`src/rtl/core/wma_pkg.sv`:
```
`default_nettype none
package wma_pkg;

    // channel geometry
    localparam int CH_SLOTS     = 9;
    localparam int NUM_CHANNELS = 9;
    localparam int MAX_SAMPLES  = 65535;

    // field widths
    localparam int SAMPLE_W = 24;
    localparam int SUM_W    = 40;
    localparam int COUNT_W  = 16;
    localparam int TIME_W   = 32;
    localparam int ENTRY_W  = 8;
    localparam int ACTION_W = 2;
    localparam int CFG_W    = 32;
    localparam int CFG_IDX_W = 1;

    // divider geometry: quotient bits, remainder and dividend widths
    localparam int QUO_W  = 24;
    localparam int DIVD_W = SUM_W + 1;
    localparam int DIVS_W = COUNT_W + 1;
    localparam int ITER_W = $clog2(QUO_W);

    // action codes
    localparam logic [ACTION_W-1:0] ACT_SAMPLE = 2'd0;
    localparam logic [ACTION_W-1:0] ACT_FLUSH  = 2'd1;
    localparam logic [ACTION_W-1:0] ACT_CLEAR  = 2'd2;

    // register indexes
    localparam logic [CFG_IDX_W-1:0] REG_INTERVAL    = 1'd0;
    localparam logic [CFG_IDX_W-1:0] REG_MAX_ENTRIES = 1'd1;

    localparam logic [TIME_W-1:0]  INTERVAL_RST    = 32'd300000;
    localparam logic [ENTRY_W-1:0] MAX_ENTRIES_RST = 8'd96;

    // per-lane operation strobes from the sequencer
    typedef struct packed {
        logic add;
        logic absorb;
        logic bias;
        logic step;
        logic fix;
    } lane_cmd_t;

endpackage
`default_nettype wire

```
`src/rtl/core/wma_if.sv`:
```
`default_nettype none
interface wma_in_if;
    import wma_pkg::*;

    logic                       valid;
    logic                       ready;
    logic [ACTION_W-1:0]        action;
    logic signed [SAMPLE_W-1:0] probe_temp;
    logic signed [SAMPLE_W-1:0] air_temp;
    logic signed [SAMPLE_W-1:0] aux_temp;
    logic signed [SAMPLE_W-1:0] humidity;
    logic signed [SAMPLE_W-1:0] light;
    logic signed [SAMPLE_W-1:0] co2;
    logic signed [SAMPLE_W-1:0] voc;
    logic signed [SAMPLE_W-1:0] aqi;
    logic signed [SAMPLE_W-1:0] pressure;
    logic [TIME_W-1:0]          unix_time;
    logic [TIME_W-1:0]          now_ms;

    modport source (
        output valid, action, probe_temp, air_temp, aux_temp, humidity, light,
               co2, voc, aqi, pressure, unix_time, now_ms,
        input  ready
    );
    modport sink (
        input  valid, action, probe_temp, air_temp, aux_temp, humidity, light,
               co2, voc, aqi, pressure, unix_time, now_ms,
        output ready
    );
endinterface

interface wma_out_if;
    import wma_pkg::*;

    logic                       valid;
    logic                       ready;
    logic [TIME_W-1:0]          window_time;
    logic signed [SAMPLE_W-1:0] avg_probe_temp;
    logic signed [SAMPLE_W-1:0] avg_air_temp;
    logic signed [SAMPLE_W-1:0] avg_aux_temp;
    logic signed [SAMPLE_W-1:0] avg_humidity;
    logic signed [SAMPLE_W-1:0] avg_light;
    logic signed [SAMPLE_W-1:0] avg_co2;
    logic signed [SAMPLE_W-1:0] avg_voc;
    logic signed [SAMPLE_W-1:0] avg_aqi;
    logic signed [SAMPLE_W-1:0] avg_pressure;
    logic [COUNT_W-1:0]         sample_count;
    logic                       dropped;

    modport source (
        output valid, window_time, avg_probe_temp, avg_air_temp, avg_aux_temp,
               avg_humidity, avg_light, avg_co2, avg_voc, avg_aqi, avg_pressure,
               sample_count, dropped,
        input  ready
    );
    modport sink (
        input  valid, window_time, avg_probe_temp, avg_air_temp, avg_aux_temp,
               avg_humidity, avg_light, avg_co2, avg_voc, avg_aqi, avg_pressure,
               sample_count, dropped,
        output ready
    );
endinterface
`default_nettype wire

```
`src/rtl/core/windowed_multichannel_average.sv`:
```
// Boxcar window averager over nine signed sensor channels.
// samples (valid/ready sink): one item per reading set; action selects sample,
// flush or store-cleared. results (valid/ready source): one item per closed
// window with start time, nine rounded averages, count and a dropped flag.
// cfg_we/cfg_index/cfg_data write interval_ms (0) and max_entries (1).
// A sample that does not close its window leaves the block idle. An item that
// closes a window occupies the block while the sequencer runs: ABS takes the
// sums, BIAS forms the rounded dividend, DIV runs the bit-per-cycle divider in
// each of the nine lanes, FIX restores the sign and HOLD loads the output
// register; the result is valid on the next cycle. A dropped window skips the
// divider and goes from ABS straight to HOLD. samples.ready is low while a window is closing.
// The output register holds a result until taken; samples keep being taken
// meanwhile, and only a following close waits for the register to empty.
// Reset clears the sums, counts, store fill and restores interval_ms to 300000
// and max_entries to 96; no result is pending after reset.
`default_nettype none
module windowed_multichannel_average (
    input  wire logic                          clk,
    input  wire logic                          rst_n,
    wma_in_if.sink                             samples,
    wma_out_if.source                          results,
    input  wire logic                          cfg_we,
    input  wire logic [wma_pkg::CFG_IDX_W-1:0] cfg_index,
    input  wire logic [wma_pkg::CFG_W-1:0]     cfg_data
);
    import wma_pkg::*;

    localparam logic [2:0] ST_IDLE = 3'd0;
    localparam logic [2:0] ST_ABS  = 3'd1;
    localparam logic [2:0] ST_BIAS = 3'd2;
    localparam logic [2:0] ST_DIV  = 3'd3;
    localparam logic [2:0] ST_FIX  = 3'd4;
    localparam logic [2:0] ST_HOLD = 3'd5;

    logic [2:0]          state_reg, state_next;
    logic [ITER_W-1:0]   iter_reg, iter_next;
    logic [TIME_W-1:0]   interval_reg;
    logic [ENTRY_W-1:0]  max_reg;
    logic [COUNT_W-1:0]  count_reg, count_next;
    logic [TIME_W-1:0]   start_ms_reg, start_ms_next;
    logic [TIME_W-1:0]   start_time_reg, start_time_next;
    logic [ENTRY_W-1:0]  stored_reg, stored_next;
    logic [TIME_W-1:0]   res_time_reg;
    logic [COUNT_W-1:0]  res_count_reg;
    logic                drop_reg;

    logic                accept, is_sample, is_flush, is_clear, first;
    logic [TIME_W-1:0]   elapsed;
    logic [COUNT_W-1:0]  count_inc;
    logic                close, full, merge_free, merge_load;
    lane_cmd_t           cmd;

    logic signed [SAMPLE_W-1:0] chan_in  [CH_SLOTS];
    logic signed [SAMPLE_W-1:0] lane_avg [CH_SLOTS];

    assign samples.ready = state_reg == ST_IDLE;
    assign accept    = samples.valid && samples.ready;
    assign is_sample = samples.action == ACT_SAMPLE;
    assign is_flush  = samples.action == ACT_FLUSH;
    assign is_clear  = samples.action == ACT_CLEAR;
    assign first     = count_reg == '0;
    assign count_inc = count_reg + COUNT_W'(1);
    assign elapsed   = first ? '0 : samples.now_ms - start_ms_reg;
    assign full      = stored_reg >= max_reg;
    assign close     = accept && ((is_sample && (elapsed >= interval_reg ||
                                  count_inc == COUNT_W'(MAX_SAMPLES)))
                               || (is_flush && !first));

    // configuration registers
    always_ff @(posedge clk or negedge rst_n)
    begin
        if (!rst_n)
        begin
            interval_reg <= INTERVAL_RST;
            max_reg      <= MAX_ENTRIES_RST;
        end
        else if (cfg_we)
        begin
            case (cfg_index)
                REG_INTERVAL:    interval_reg <= cfg_data;
                REG_MAX_ENTRIES: max_reg      <= cfg_data[ENTRY_W-1:0];
                default:         ;
            endcase
        end
    end

    // window bookkeeping on each accepted item
    always_comb
    begin
        count_next      = count_reg;
        start_ms_next   = start_ms_reg;
        start_time_next = start_time_reg;
        stored_next     = stored_reg;
        if (accept)
        begin
            if (is_sample)
            begin
                count_next = count_inc;
                if (first)
                begin
                    start_ms_next   = samples.now_ms;
                    start_time_next = samples.unix_time;
                end
            end
            if (is_clear)
            begin
                stored_next = '0;
            end
            if (close)
            begin
                count_next    = '0;
                start_ms_next = samples.now_ms;
                if (!full)
                begin
                    stored_next = stored_reg + ENTRY_W'(1);
                end
            end
        end
    end

    always_ff @(posedge clk or negedge rst_n)
    begin
        if (!rst_n)
        begin
            count_reg      <= '0;
            start_ms_reg   <= '0;
            start_time_reg <= '0;
            stored_reg     <= '0;
        end
        else
        begin
            count_reg      <= count_next;
            start_ms_reg   <= start_ms_next;
            start_time_reg <= start_time_next;
            stored_reg     <= stored_next;
        end
    end

    // latch what the closed window reports
    always_ff @(posedge clk)
    begin
        if (close)
        begin
            res_time_reg  <= (is_sample && first) ? samples.unix_time : start_time_reg;
            res_count_reg <= is_sample ? count_inc : count_reg;
            drop_reg      <= full;
        end
    end

    // close sequencer
    always_comb
    begin
        state_next = state_reg;
        iter_next  = iter_reg;
        merge_load = 1'b0;
        cmd        = '0;
        cmd.add    = accept && is_sample;
        case (state_reg)
            ST_IDLE:
            begin
                if (close)
                begin
                    state_next = ST_ABS;
                end
            end
            ST_ABS:
            begin
                cmd.absorb = 1'b1;
                state_next = drop_reg ? ST_HOLD : ST_BIAS;
            end
            ST_BIAS:
            begin
                cmd.bias   = 1'b1;
                iter_next  = '0;
                state_next = ST_DIV;
            end
            ST_DIV:
            begin
                cmd.step  = 1'b1;
                iter_next = iter_reg + ITER_W'(1);
                if (iter_reg == ITER_W'(QUO_W - 1))
                begin
                    state_next = ST_FIX;
                end
            end
            ST_FIX:
            begin
                cmd.fix    = 1'b1;
                state_next = ST_HOLD;
            end
            ST_HOLD:
            begin
                if (merge_free)
                begin
                    merge_load = 1'b1;
                    state_next = ST_IDLE;
                end
            end
            default:
            begin
                state_next = ST_IDLE;
            end
        endcase
    end

    always_ff @(posedge clk or negedge rst_n)
    begin
        if (!rst_n)
        begin
            state_reg <= ST_IDLE;
            iter_reg  <= '0;
        end
        else
        begin
            state_reg <= state_next;
            iter_reg  <= iter_next;
        end
    end

    assign chan_in[0] = samples.probe_temp;
    assign chan_in[1] = samples.air_temp;
    assign chan_in[2] = samples.aux_temp;
    assign chan_in[3] = samples.humidity;
    assign chan_in[4] = samples.light;
    assign chan_in[5] = samples.co2;
    assign chan_in[6] = samples.voc;
    assign chan_in[7] = samples.aqi;
    assign chan_in[8] = samples.pressure;

    // one accumulator and divider per active channel
    for (genvar g = 0; g < CH_SLOTS; g++)
    begin : g_lane
        if (g < NUM_CHANNELS)
        begin : g_on
            wma_lane u_lane (
                .clk    (clk),
                .rst_n  (rst_n),
                .cmd    (cmd),
                .sample (chan_in[g]),
                .count  (res_count_reg),
                .avg    (lane_avg[g])
            );
        end
        else
        begin : g_off
            assign lane_avg[g] = '0;
        end
    end

    wma_merge u_merge (
        .clk          (clk),
        .rst_n        (rst_n),
        .load         (merge_load),
        .dropped      (drop_reg),
        .window_time  (res_time_reg),
        .sample_count (res_count_reg),
        .lane_avg     (lane_avg),
        .free         (merge_free),
        .results      (results)
    );

`ifndef SYNTHESIS
    // an idle block never sits on a full window
    a_count_below_max: assert property (@(posedge clk) disable iff (!rst_n)
        state_reg == ST_IDLE |-> count_reg != COUNT_W'(MAX_SAMPLES))
        else $error("window count reached limit without closing");

    // divider step counter stays within the quotient width
    a_iter_range: assert property (@(posedge clk) disable iff (!rst_n)
        state_reg == ST_DIV |-> iter_reg <= ITER_W'(QUO_W - 1))
        else $error("divider step count out of range");

    // a loaded result shows up on the output next cycle
    a_load_shows: assert property (@(posedge clk) disable iff (!rst_n)
        merge_load |=> results.valid && results.sample_count == $past(res_count_reg))
        else $error("closed window not presented");

    // a dropped window reports no averages
    a_drop_zero: assert property (@(posedge clk) disable iff (!rst_n)
        results.valid && results.dropped |->
            results.avg_probe_temp == '0 && results.avg_pressure == '0)
        else $error("dropped window carries averages");
`endif

endmodule
`default_nettype wire

```
`src/rtl/core/wma_lane.sv`:
```
`default_nettype none
module wma_lane (
    input  wire logic                                clk,
    input  wire logic                                rst_n,
    input  wire wma_pkg::lane_cmd_t                  cmd,
    input  wire logic signed [wma_pkg::SAMPLE_W-1:0] sample,
    input  wire logic [wma_pkg::COUNT_W-1:0]         count,
    output logic signed [wma_pkg::SAMPLE_W-1:0]      avg
);
    import wma_pkg::*;

    logic signed [SUM_W-1:0]  sum_reg, sum_next;
    logic [SUM_W-1:0]         mag_reg;
    logic                     neg_reg;
    logic [DIVS_W-1:0]        rem_reg, rem_next;
    logic [QUO_W-1:0]         quo_reg, quo_next;
    logic signed [SAMPLE_W-1:0] avg_reg;
    logic [DIVD_W-1:0]        dividend;
    logic [DIVS_W-1:0]        divisor;
    logic [DIVS_W:0]          trial;
    logic                     fits;

    // accumulate samples, clear when the window is taken for division
    always_comb
    begin
        sum_next = sum_reg;
        if (cmd.add)
        begin
            sum_next = sum_reg + SUM_W'(sample);
        end
        else if (cmd.absorb)
        begin
            sum_next = '0;
        end
    end

    always_ff @(posedge clk or negedge rst_n)
    begin
        if (!rst_n)
        begin
            sum_reg <= '0;
        end
        else
        begin
            sum_reg <= sum_next;
        end
    end

    // rounded quotient: (2*|sum| + n) / (2*n), one bit per step
    assign divisor  = {count, 1'b0};
    assign dividend = {mag_reg, 1'b0} + DIVD_W'(count);
    assign trial    = {rem_reg, quo_reg[QUO_W-1]};
    assign fits     = trial >= (DIVS_W + 1)'(divisor);

    always_comb
    begin
        rem_next = rem_reg;
        quo_next = quo_reg;
        if (cmd.bias)
        begin
            rem_next = dividend[DIVD_W-1:QUO_W];
            quo_next = dividend[QUO_W-1:0];
        end
        else if (cmd.step)
        begin
            rem_next = fits ? DIVS_W'(trial - (DIVS_W + 1)'(divisor))
                            : trial[DIVS_W-1:0];
            quo_next = {quo_reg[QUO_W-2:0], fits};
        end
    end

    always_ff @(posedge clk)
    begin
        if (cmd.absorb)
        begin
            neg_reg <= sum_reg[SUM_W-1];
            mag_reg <= sum_reg[SUM_W-1] ? SUM_W'(-sum_reg) : SUM_W'(sum_reg);
        end
        rem_reg <= rem_next;
        quo_reg <= quo_next;
        // restore the sign, ties already rounded away from zero
        if (cmd.fix)
        begin
            avg_reg <= neg_reg ? SAMPLE_W'(-quo_reg) : SAMPLE_W'(quo_reg);
        end
    end

    assign avg = avg_reg;

endmodule
`default_nettype wire

```
`src/rtl/core/wma_merge.sv`:
```
`default_nettype none
module wma_merge (
    input  wire logic                                clk,
    input  wire logic                                rst_n,
    input  wire logic                                load,
    input  wire logic                                dropped,
    input  wire logic [wma_pkg::TIME_W-1:0]          window_time,
    input  wire logic [wma_pkg::COUNT_W-1:0]         sample_count,
    input  wire logic signed [wma_pkg::SAMPLE_W-1:0] lane_avg [wma_pkg::CH_SLOTS],
    output logic                                     free,
    wma_out_if.source                                results
);
    import wma_pkg::*;

    logic                       valid_reg, valid_next;
    logic [TIME_W-1:0]          time_reg;
    logic [COUNT_W-1:0]         count_reg;
    logic                       drop_reg;
    logic signed [SAMPLE_W-1:0] avg_reg [CH_SLOTS];

    assign free = !valid_reg || results.ready;

    // hold a result until taken, take a new one when free
    always_comb
    begin
        valid_next = valid_reg;
        if (load)
        begin
            valid_next = 1'b1;
        end
        else if (results.ready)
        begin
            valid_next = 1'b0;
        end
    end

    always_ff @(posedge clk or negedge rst_n)
    begin
        if (!rst_n)
        begin
            valid_reg <= 1'b0;
        end
        else
        begin
            valid_reg <= valid_next;
        end
    end

    // gather the lanes; a dropped window reports zero averages
    always_ff @(posedge clk)
    begin
        if (load)
        begin
            time_reg  <= window_time;
            count_reg <= sample_count;
            drop_reg  <= dropped;
            for (int i = 0; i < CH_SLOTS; i++)
            begin
                avg_reg[i] <= dropped ? '0 : lane_avg[i];
            end
        end
    end

    assign results.valid          = valid_reg;
    assign results.window_time    = time_reg;
    assign results.sample_count   = count_reg;
    assign results.dropped        = drop_reg;
    assign results.avg_probe_temp = avg_reg[0];
    assign results.avg_air_temp   = avg_reg[1];
    assign results.avg_aux_temp   = avg_reg[2];
    assign results.avg_humidity   = avg_reg[3];
    assign results.avg_light      = avg_reg[4];
    assign results.avg_co2        = avg_reg[5];
    assign results.avg_voc        = avg_reg[6];
    assign results.avg_aqi        = avg_reg[7];
    assign results.avg_pressure   = avg_reg[8];

endmodule
`default_nettype wire

```
`src/flat_wrapper.sv`:
```
// flat-port wrapper written by rule: the top's interface ports become plain ports
module windowed_multichannel_average_flat import wma_pkg::*;
  (clk, rst_n, cfg_we, cfg_index, cfg_data, samples_valid, samples_action, samples_probe_temp, samples_air_temp, samples_aux_temp, samples_humidity, samples_light, samples_co2, samples_voc, samples_aqi, samples_pressure, samples_unix_time, samples_now_ms, samples_ready, results_valid, results_window_time, results_avg_probe_temp, results_avg_air_temp, results_avg_aux_temp, results_avg_humidity, results_avg_light, results_avg_co2, results_avg_voc, results_avg_aqi, results_avg_pressure, results_sample_count, results_dropped, results_ready);
  wma_in_if samples_i ();
  wma_out_if results_i ();
  input  wire logic clk;
  input  wire logic rst_n;
  input  wire logic cfg_we;
  input  wire logic [wma_pkg::CFG_IDX_W-1:0] cfg_index;
  input  wire logic [wma_pkg::CFG_W-1:0] cfg_data;
  input wire logic [$bits(samples_i.valid)-1:0] samples_valid;
  input wire logic [$bits(samples_i.action)-1:0] samples_action;
  input wire logic [$bits(samples_i.probe_temp)-1:0] samples_probe_temp;
  input wire logic [$bits(samples_i.air_temp)-1:0] samples_air_temp;
  input wire logic [$bits(samples_i.aux_temp)-1:0] samples_aux_temp;
  input wire logic [$bits(samples_i.humidity)-1:0] samples_humidity;
  input wire logic [$bits(samples_i.light)-1:0] samples_light;
  input wire logic [$bits(samples_i.co2)-1:0] samples_co2;
  input wire logic [$bits(samples_i.voc)-1:0] samples_voc;
  input wire logic [$bits(samples_i.aqi)-1:0] samples_aqi;
  input wire logic [$bits(samples_i.pressure)-1:0] samples_pressure;
  input wire logic [$bits(samples_i.unix_time)-1:0] samples_unix_time;
  input wire logic [$bits(samples_i.now_ms)-1:0] samples_now_ms;
  output wire logic [$bits(samples_i.ready)-1:0] samples_ready;
  output wire logic [$bits(results_i.valid)-1:0] results_valid;
  output wire logic [$bits(results_i.window_time)-1:0] results_window_time;
  output wire logic [$bits(results_i.avg_probe_temp)-1:0] results_avg_probe_temp;
  output wire logic [$bits(results_i.avg_air_temp)-1:0] results_avg_air_temp;
  output wire logic [$bits(results_i.avg_aux_temp)-1:0] results_avg_aux_temp;
  output wire logic [$bits(results_i.avg_humidity)-1:0] results_avg_humidity;
  output wire logic [$bits(results_i.avg_light)-1:0] results_avg_light;
  output wire logic [$bits(results_i.avg_co2)-1:0] results_avg_co2;
  output wire logic [$bits(results_i.avg_voc)-1:0] results_avg_voc;
  output wire logic [$bits(results_i.avg_aqi)-1:0] results_avg_aqi;
  output wire logic [$bits(results_i.avg_pressure)-1:0] results_avg_pressure;
  output wire logic [$bits(results_i.sample_count)-1:0] results_sample_count;
  output wire logic [$bits(results_i.dropped)-1:0] results_dropped;
  input wire logic [$bits(results_i.ready)-1:0] results_ready;
  assign samples_i.valid = samples_valid;
  assign samples_i.action = samples_action;
  assign samples_i.probe_temp = samples_probe_temp;
  assign samples_i.air_temp = samples_air_temp;
  assign samples_i.aux_temp = samples_aux_temp;
  assign samples_i.humidity = samples_humidity;
  assign samples_i.light = samples_light;
  assign samples_i.co2 = samples_co2;
  assign samples_i.voc = samples_voc;
  assign samples_i.aqi = samples_aqi;
  assign samples_i.pressure = samples_pressure;
  assign samples_i.unix_time = samples_unix_time;
  assign samples_i.now_ms = samples_now_ms;
  assign samples_ready = samples_i.ready;
  assign results_valid = results_i.valid;
  assign results_window_time = results_i.window_time;
  assign results_avg_probe_temp = results_i.avg_probe_temp;
  assign results_avg_air_temp = results_i.avg_air_temp;
  assign results_avg_aux_temp = results_i.avg_aux_temp;
  assign results_avg_humidity = results_i.avg_humidity;
  assign results_avg_light = results_i.avg_light;
  assign results_avg_co2 = results_i.avg_co2;
  assign results_avg_voc = results_i.avg_voc;
  assign results_avg_aqi = results_i.avg_aqi;
  assign results_avg_pressure = results_i.avg_pressure;
  assign results_sample_count = results_i.sample_count;
  assign results_dropped = results_i.dropped;
  assign results_i.ready = results_ready;
  windowed_multichannel_average u_core (.clk(clk), .rst_n(rst_n), .samples(samples_i), .results(results_i), .cfg_we(cfg_we), .cfg_index(cfg_index), .cfg_data(cfg_data));
endmodule
```
`config.mk`:
```
export PLATFORM = sky130hd
export DESIGN_NAME = windowed_multichannel_average_flat
export DESIGN_NICKNAME = d
export VERILOG_FILES = /design/src/rtl/core/wma_pkg.sv /design/src/rtl/core/wma_if.sv /design/src/rtl/core/windowed_multichannel_average.sv /design/src/rtl/core/wma_lane.sv /design/src/rtl/core/wma_merge.sv /design/src/flat_wrapper.sv
export SDC_FILE = /design/constraint.sdc
export NUM_CORES = 2
export LEC_CHECK = 0
export BUFFER_PORTS_ARGS = -buffer_cell sky130_fd_sc_hd__buf_2
export CORE_MARGIN = 2
export CORE_UTILIZATION = 34
export CTS_CLUSTER_DIAMETER = 100
export DETAILED_ROUTE_END_ITERATION = 10
export PLACE_DENSITY_LB_ADDON = 0.08
export SYNTH_ARGS = -nofsm -noshare
export SYNTH_HDL_FRONTEND = slang
export SYNTH_SLANG_ARGS = --single-unit
```
`constraint.sdc`:
```
create_clock -name clk -period 25.1 [get_ports clk]
set_input_delay 6.275 -clock clk [delete_from_list [all_inputs] [get_ports clk]]
set_output_delay 6.275 -clock clk [all_outputs]
set_load 0.05 [all_outputs]
```
**Word-level counts from Yosys, hierarchy flattened**

Memories as Yosys holds them, arrays and structs flattened.
Cells that the tools add are included.

- RAM bits: 216
- Logic and storage cells: 285
- Bits of input ports: 320
- Flip-flop bits (word level): 1,549
- Output and inout port bits: 267
- Memories kept: 1

- $add $sub $neg: 49
- Bitwise operators: 1
- Multiplexer cells: 108
- Reduce and logical (&&, ||, !) cells: 25
- Equality and inequality tests: 12
- Magnitude comparators: 11

Memory list:

| memory | words | bits a word | rd ports | clocked after Yosys merged registers in | wr ports | RTL line | RTL |
|---|---|---|---|---|---|---|---|
| u_core.u_merge.avg_reg | 9 | 24 | 9 | 0 | 9 | wma_merge.sv:19 | `logic signed [SAMPLE_W-1:0] avg_reg [CH_SLOTS];` |

Operators with widths:

| operator | count |
|---|---|
| 24-bit 2-to-1 mux | 36 |
| 17-bit 2-to-1 mux | 27 |
| 40-bit 2-to-1 mux | 10 |
| 41-bit by 16-bit adder with 41-bit output | 9 |
| 40-bit by 24-bit adder with 40-bit output | 9 |
| 40-bit negator | 9 |
| 39-bit 2-to-1 mux | 9 |
| 24-bit negator | 9 |
| 18-bit by 17-bit >= comparator with 1-bit output | 9 |
| 32-bit 2-to-1 mux | 5 |
| 17-bit subtractor | 9 |
| 32-bit >= comparator | 1 |
| 16-bit 2-to-1 mux | 2 |
| 32-bit subtractor | 1 |
| 8-bit 2-to-1 mux | 3 |
| 3-bit one-hot mux with 6 select lines | 1 |
| 16-bit by 1-bit adder with 16-bit output, second input constant | 1 |
| 16-bit equality test, second input constant | 1 |
| 16-bit zero test | 1 |
| 3-bit 2-to-1 mux | 4 |
| 2-bit nonzero test | 6 |
| 1-bit 2-to-1 mux | 10 |
| 5-bit one-hot mux with 2 select lines | 1 |
| 3-bit AND reduction | 3 |
| other kinds (18) | 30 |

**Longest topological paths before layout**

- Depth in word-level cells: 9
- Depth in mapped cells: 27
- Depth with buffers taken out: 24

**Cells and area by module**

A second synthesis with hierarchy kept.

- Cells, all modules: 11,388
- Area total of the unflattened synthesis: 116,420.4 um^2

Modules (own cells, without submodules):

| module | cells an instance | sequential area each (um^2) | instances | area each (um^2) |
|---|---|---|---|---|
| wma_lane at u_core.g_lane[3].g_on.u_lane ... | 1,070 | 4,184.0 | 4 | 10,580.1 |
| wma_lane at u_core.g_lane[1].g_on.u_lane | 1,167 | 4,184.0 | 1 | 11,080.6 |
| windowed_multichannel_average | 1,036 | 4,887.2 | 1 | 10,876.7 |
| wma_lane at u_core.g_lane[2].g_on.u_lane | 1,106 | 4,184.0 | 1 | 10,644.0 |
| wma_lane at u_core.g_lane[0].g_on.u_lane | 1,103 | 4,184.0 | 1 | 10,615.2 |
| wma_lane at u_core.g_lane[8].g_on.u_lane | 1,112 | 4,184.0 | 1 | 10,586.4 |
| wma_lane at u_core.g_lane[7].g_on.u_lane | 1,076 | 4,184.0 | 1 | 10,495.1 |
| wma_merge | 508 | 7,982.7 | 1 | 9,801.9 |

**Least setup slack after synthesis**

OpenSTA, ideal clock, no wires.

- Kind: register to register
- From: register u_core.state_reg[0]
- To: register u_core.g_lane[0].g_on.u_lane.avg_reg[0], enable pin
- Path slack: 7.714 ns
- Library setup time: 1.101 ns
- Arrival: 16.284 ns
- Period minus slack after synthesis: 17.386 ns
- Stages on the path, launching flop included: 3
- Data required time: 23.999 ns
- Buffers on the path: 1
- Cell sequence: dfrtp_1 clkbuf_1 nor3b_1

- Word-level cells in the longest chain between the ends: 2

Ends and longest elaborated chain:

| item | RTL line | RTL |
|---|---|---|
| start, declared | windowed_multichannel_average.sv:35 | `logic [2:0] state_reg, state_next;` |
| start signal, assigned | windowed_multichannel_average.sv:215 | `state_reg <= state_next;` |
| 3-bit equality test | windowed_multichannel_average.sv:158 | `case (state_reg)` |
| 1-bit 2-to-1 mux | windowed_multichannel_average.sv:158 |  |
| end signal, assigned | wma_lane.sv:84 | `avg_reg <= neg_reg ? SAMPLE_W'(-quo_reg) : SAMPLE_W'(quo_reg);` |
| end, declared | wma_lane.sv:17 | `logic signed [SAMPLE_W-1:0] avg_reg;` |

Every way passes these cells.
A chain may end at the register's enable or synchronous reset.

**Worst setup path in the final report**

- From: input samples_now_ms[0]
- To: register u_core.state_reg[0]

- Word-level cells in the longest chain between the ends: 9

Ends and longest elaborated chain:

| item | RTL line | RTL |
|---|---|---|
| start, declared | flat_wrapper.sv:23 | `input wire logic [$bits(samples_i.now_ms)-1:0] samples_now_ms;` |
| 32-bit subtractor | windowed_multichannel_average.sv:63 | `assign elapsed = first ? '0 : samples.now_ms - start_ms_reg;` |
| 32-bit 2-to-1 mux | windowed_multichannel_average.sv:63 |  |
| 32-bit >= comparator | windowed_multichannel_average.sv:65 | `assign close = accept && ((is_sample && (elapsed >= interval_reg \|\|` |
| 1-bit logical OR | windowed_multichannel_average.sv:65 |  |
| 1-bit logical AND | windowed_multichannel_average.sv:65 |  |
| 1-bit logical OR | windowed_multichannel_average.sv:67 | `\|\| (is_flush && !first));` |
| 1-bit logical AND | windowed_multichannel_average.sv:65 |  |
| 2-bit != test (no source line) | - |  |
| 3-bit AND reduction (no source line) | - |  |

Every way passes these cells.

==> run metrics <==
outcome=finished, final reports clean; leak pwr=51.0 nW; Num CTS Buffers=222; Detailed Routing Iterations Pass 1=8; Hold Crit Start=u_core.res_time_reg[14]; Clock Skew=0.0751 ns; xor/xnor share of the synthesized area=10.1%; initial antenna violation count=76; Max VDD drop=0.119 mV; largest family of logic cells by synthesized area=compound AO/OA/AOI/OAI gates; TritonCTS clock tree=yes; Layout area overhead=14.2%; DR WL/cell=22.1 um; Clk pwr share=20.6%; Worst EP required=25.91 ns; Reg clk slew, reported paths=0.06 ns; fin. max-slew vios=0; FF-to-FF End=u_core.state_reg[0]; Gate power share=43.8%; pre-CTS setup slack=12.14 ns; post-synth cell types=81; fin crit share=47.7%; crit path capture type=flop; Async S/R FF share, synth=28.2%; clock buffer depth=4; gpl congestion=0.878; Hold Path Cell Cnt=0; Post-Syn Instances=10.9k; Initial Util=34.2%; Reg power frac=35.6%; die area=328,000 um2; overall power=16.1 mW; post-CTS setup buffer count=0; Finished Core Util=39.1%; vias per inst=5.31; sequential area share after synthesis=45.9%; clk sink count=1,765; Clk Latency, worst-skew pair=0.94 ns; critical path startpoint category=input port; final worst slack=13.12 ns; Die Wd=573 um; Net Sw Power=6.80 mW; Synth Register Bits=1,765; Iter 0 DRT Violations=6,419; R2R setup slack=18.26 ns; Slew headroom=20.9%; Layout Cells excl Fill=15.9k; nets=12.5k; worst slew pin tran=1.18 ns; Die Ht=573 um; share of cells above drive strength 1=10.8%; GRT overflow=0; Compound-Gate Fraction of Synth Area=16.7%; tightest hold margin=0.414 ns; Pwr Density=128 nW/um2; overall routing resource usage=20.9%; Max Clock Freq=83.5 MHz; post-synthesis mux area share=1.63%; P_int=9.34 mW; FP Rows=208; Min-Delay Endpoint=u_core.u_merge.results.window_time[14]; synth warn=0; RSZ-0062 raised after global routing=no; Port Buffer Count=586; worst reg2reg path depth=21; Crit path arrival time=12.79 ns; average cell area after synthesis=10.1 um2; placed wire-length estimate=259,000 um; root buf cell=clkbuf_16; MaxCap Viol Count=0; Worst R2R Start=u_core.start_ms_reg[0]; Total Wirelength=352,000 um; vias in the first global route=81.0k; Mapped Area=110,000 um2; EDFF count, synth=1,268; switching share of power=42.1%; placed inst area=118,000 um2; CTS HTree Levels=4; Post-Syn Nets=11.9k; commonest non-fill, non-tap cell in the layout=edfxtp_1; hold_buf cts=0; Hold Fails Final Rpt=0; crit path kind=input port to flop; most frequent cells in the layout=edfxtp_1 (1,268), o21ai_0 (1,091), nand2_1 (981); Period minus WS final=11.98 ns; DRC Markers=0; # IOs=587; placed cells=15.5k; adder-cell area share of the yosys netlist=8.74%; crit path max fanout=51; Core Region=322,000 um2; first-pass GRT wire length=528,000 um; worst hold path type=flop to flop; cts repair resizes=0; DRT antenna net count=0; top_reg_cell synth=edfxtp_1; final setup vio count=0; routed vias=84.6k; largest net degree at the start of global routing=217; setup TNS=0 ns; synthesized-area fraction occupied by and/or/nand/nor cells=14.4%; cell area after layout=126,000 um2
layout make-up:
cell class / count / area (um2)
well taps: 4305 / 5390
diodes: 26 / 65.1
inverters: 346 / 1320
multi-input cells: 8372 / 57000
clock buffers: 285 / 6040
clock inverters: 128 / 1520
fillers: 31700 / 196000
flip-flops and latches: 1765 / 50500
repair buffers: 698 / 3880
cell families after synthesis:
group,Yosys count
muxes,168
buffers and inverters,724
DFF,1765
adders and majority gates,752
and+or+nand+nor,3218
xor gates and xnor gates,1276
AOI/OAI and AO/OA,2958
Yosys cell counts, drive strengths merged (146+ instances only):
| master | number | area [um2] |
|---|---|---|
| a211oi | 146 | 1100 |
| a21o | 311 | 2330 |
| a21oi | 577 | 2890 |
| clkbuf | 332 | 1250 |
| dfrtp | 487 | 12200 |
| edfxtp | 1268 | 38100 |
| ha | 724 | 9060 |
| inv | 345 | 1290 |
| nand2 | 983 | 3690 |
| nand2b | 149 | 932 |
| nand3 | 475 | 2380 |
| nor2 | 517 | 1940 |
| nor2b | 311 | 1950 |
| nor3 | 152 | 761 |
| o21ai | 1095 | 5480 |
| o31ai | 226 | 1710 |
| xnor2 | 867 | 7590 |
| xor2 | 409 | 3580 |
metal layers:
metal | wire (um) | up-vias | global-route usage [%]
li1 | - | 41300 | -
met1 | 179000 | 41000 | 32.2
met2 | 146000 | 1956 | 30.5
met3 | 19100 | 396 | 2.89
met4 | 7880 | 22 | 4.88
met5 | 149 | - | 0
power by group through the flow:
stage	logic, mW	registers, mW	clock network [mW]
finish	7.07	5.74	3.33
global route	7.90	5.86	3.54
CTS	7.09	5.72	3.44
detailed placement	7.05	5.77	0
global placement	6.99	5.75	0
floorplan	5.03	5.80	0
worst max-delay path by stage:
stage                                          end  depth (start not counted)                start
2_1_floorplan  u_core.g_lane[0].g_on.u_lane.avg[0]                          2  u_core.state_reg[0]
3_3_place_gp                   u_core.state_reg[0]                         23    samples_now_ms[0]
3_5_place_dp                   u_core.state_reg[0]                         23    samples_now_ms[0]
4_1_cts                        u_core.state_reg[0]                         23    samples_now_ms[0]
5_1_grt                        u_core.state_reg[0]                         23    samples_now_ms[0]
6_report                       u_core.state_reg[0]                         23    samples_now_ms[0]
critical path: stages:
cell	delay [ns]
buf_2	0.10
inv_1	0.05
ha_1	0.16
inv_1	0.05
fa_1	0.42
a211oi_1	0.32
o21ai_0	0.23
a211oi_1	0.50
o311ai_0	0.29
a2111oi_0	0.55
o311ai_0	0.24
a21o_1	0.25
a21o_1	0.18
a21oi_1	0.16
xor2_1	0.20
nor2_1	0.07
ha_1	0.32
nand4_1	0.11
or4_1	0.57
a31oi_4	0.55
buf_4	0.72
nor2b_1	0.10
a221oi_1	0.22
Power figures use the tool's default switching activity.
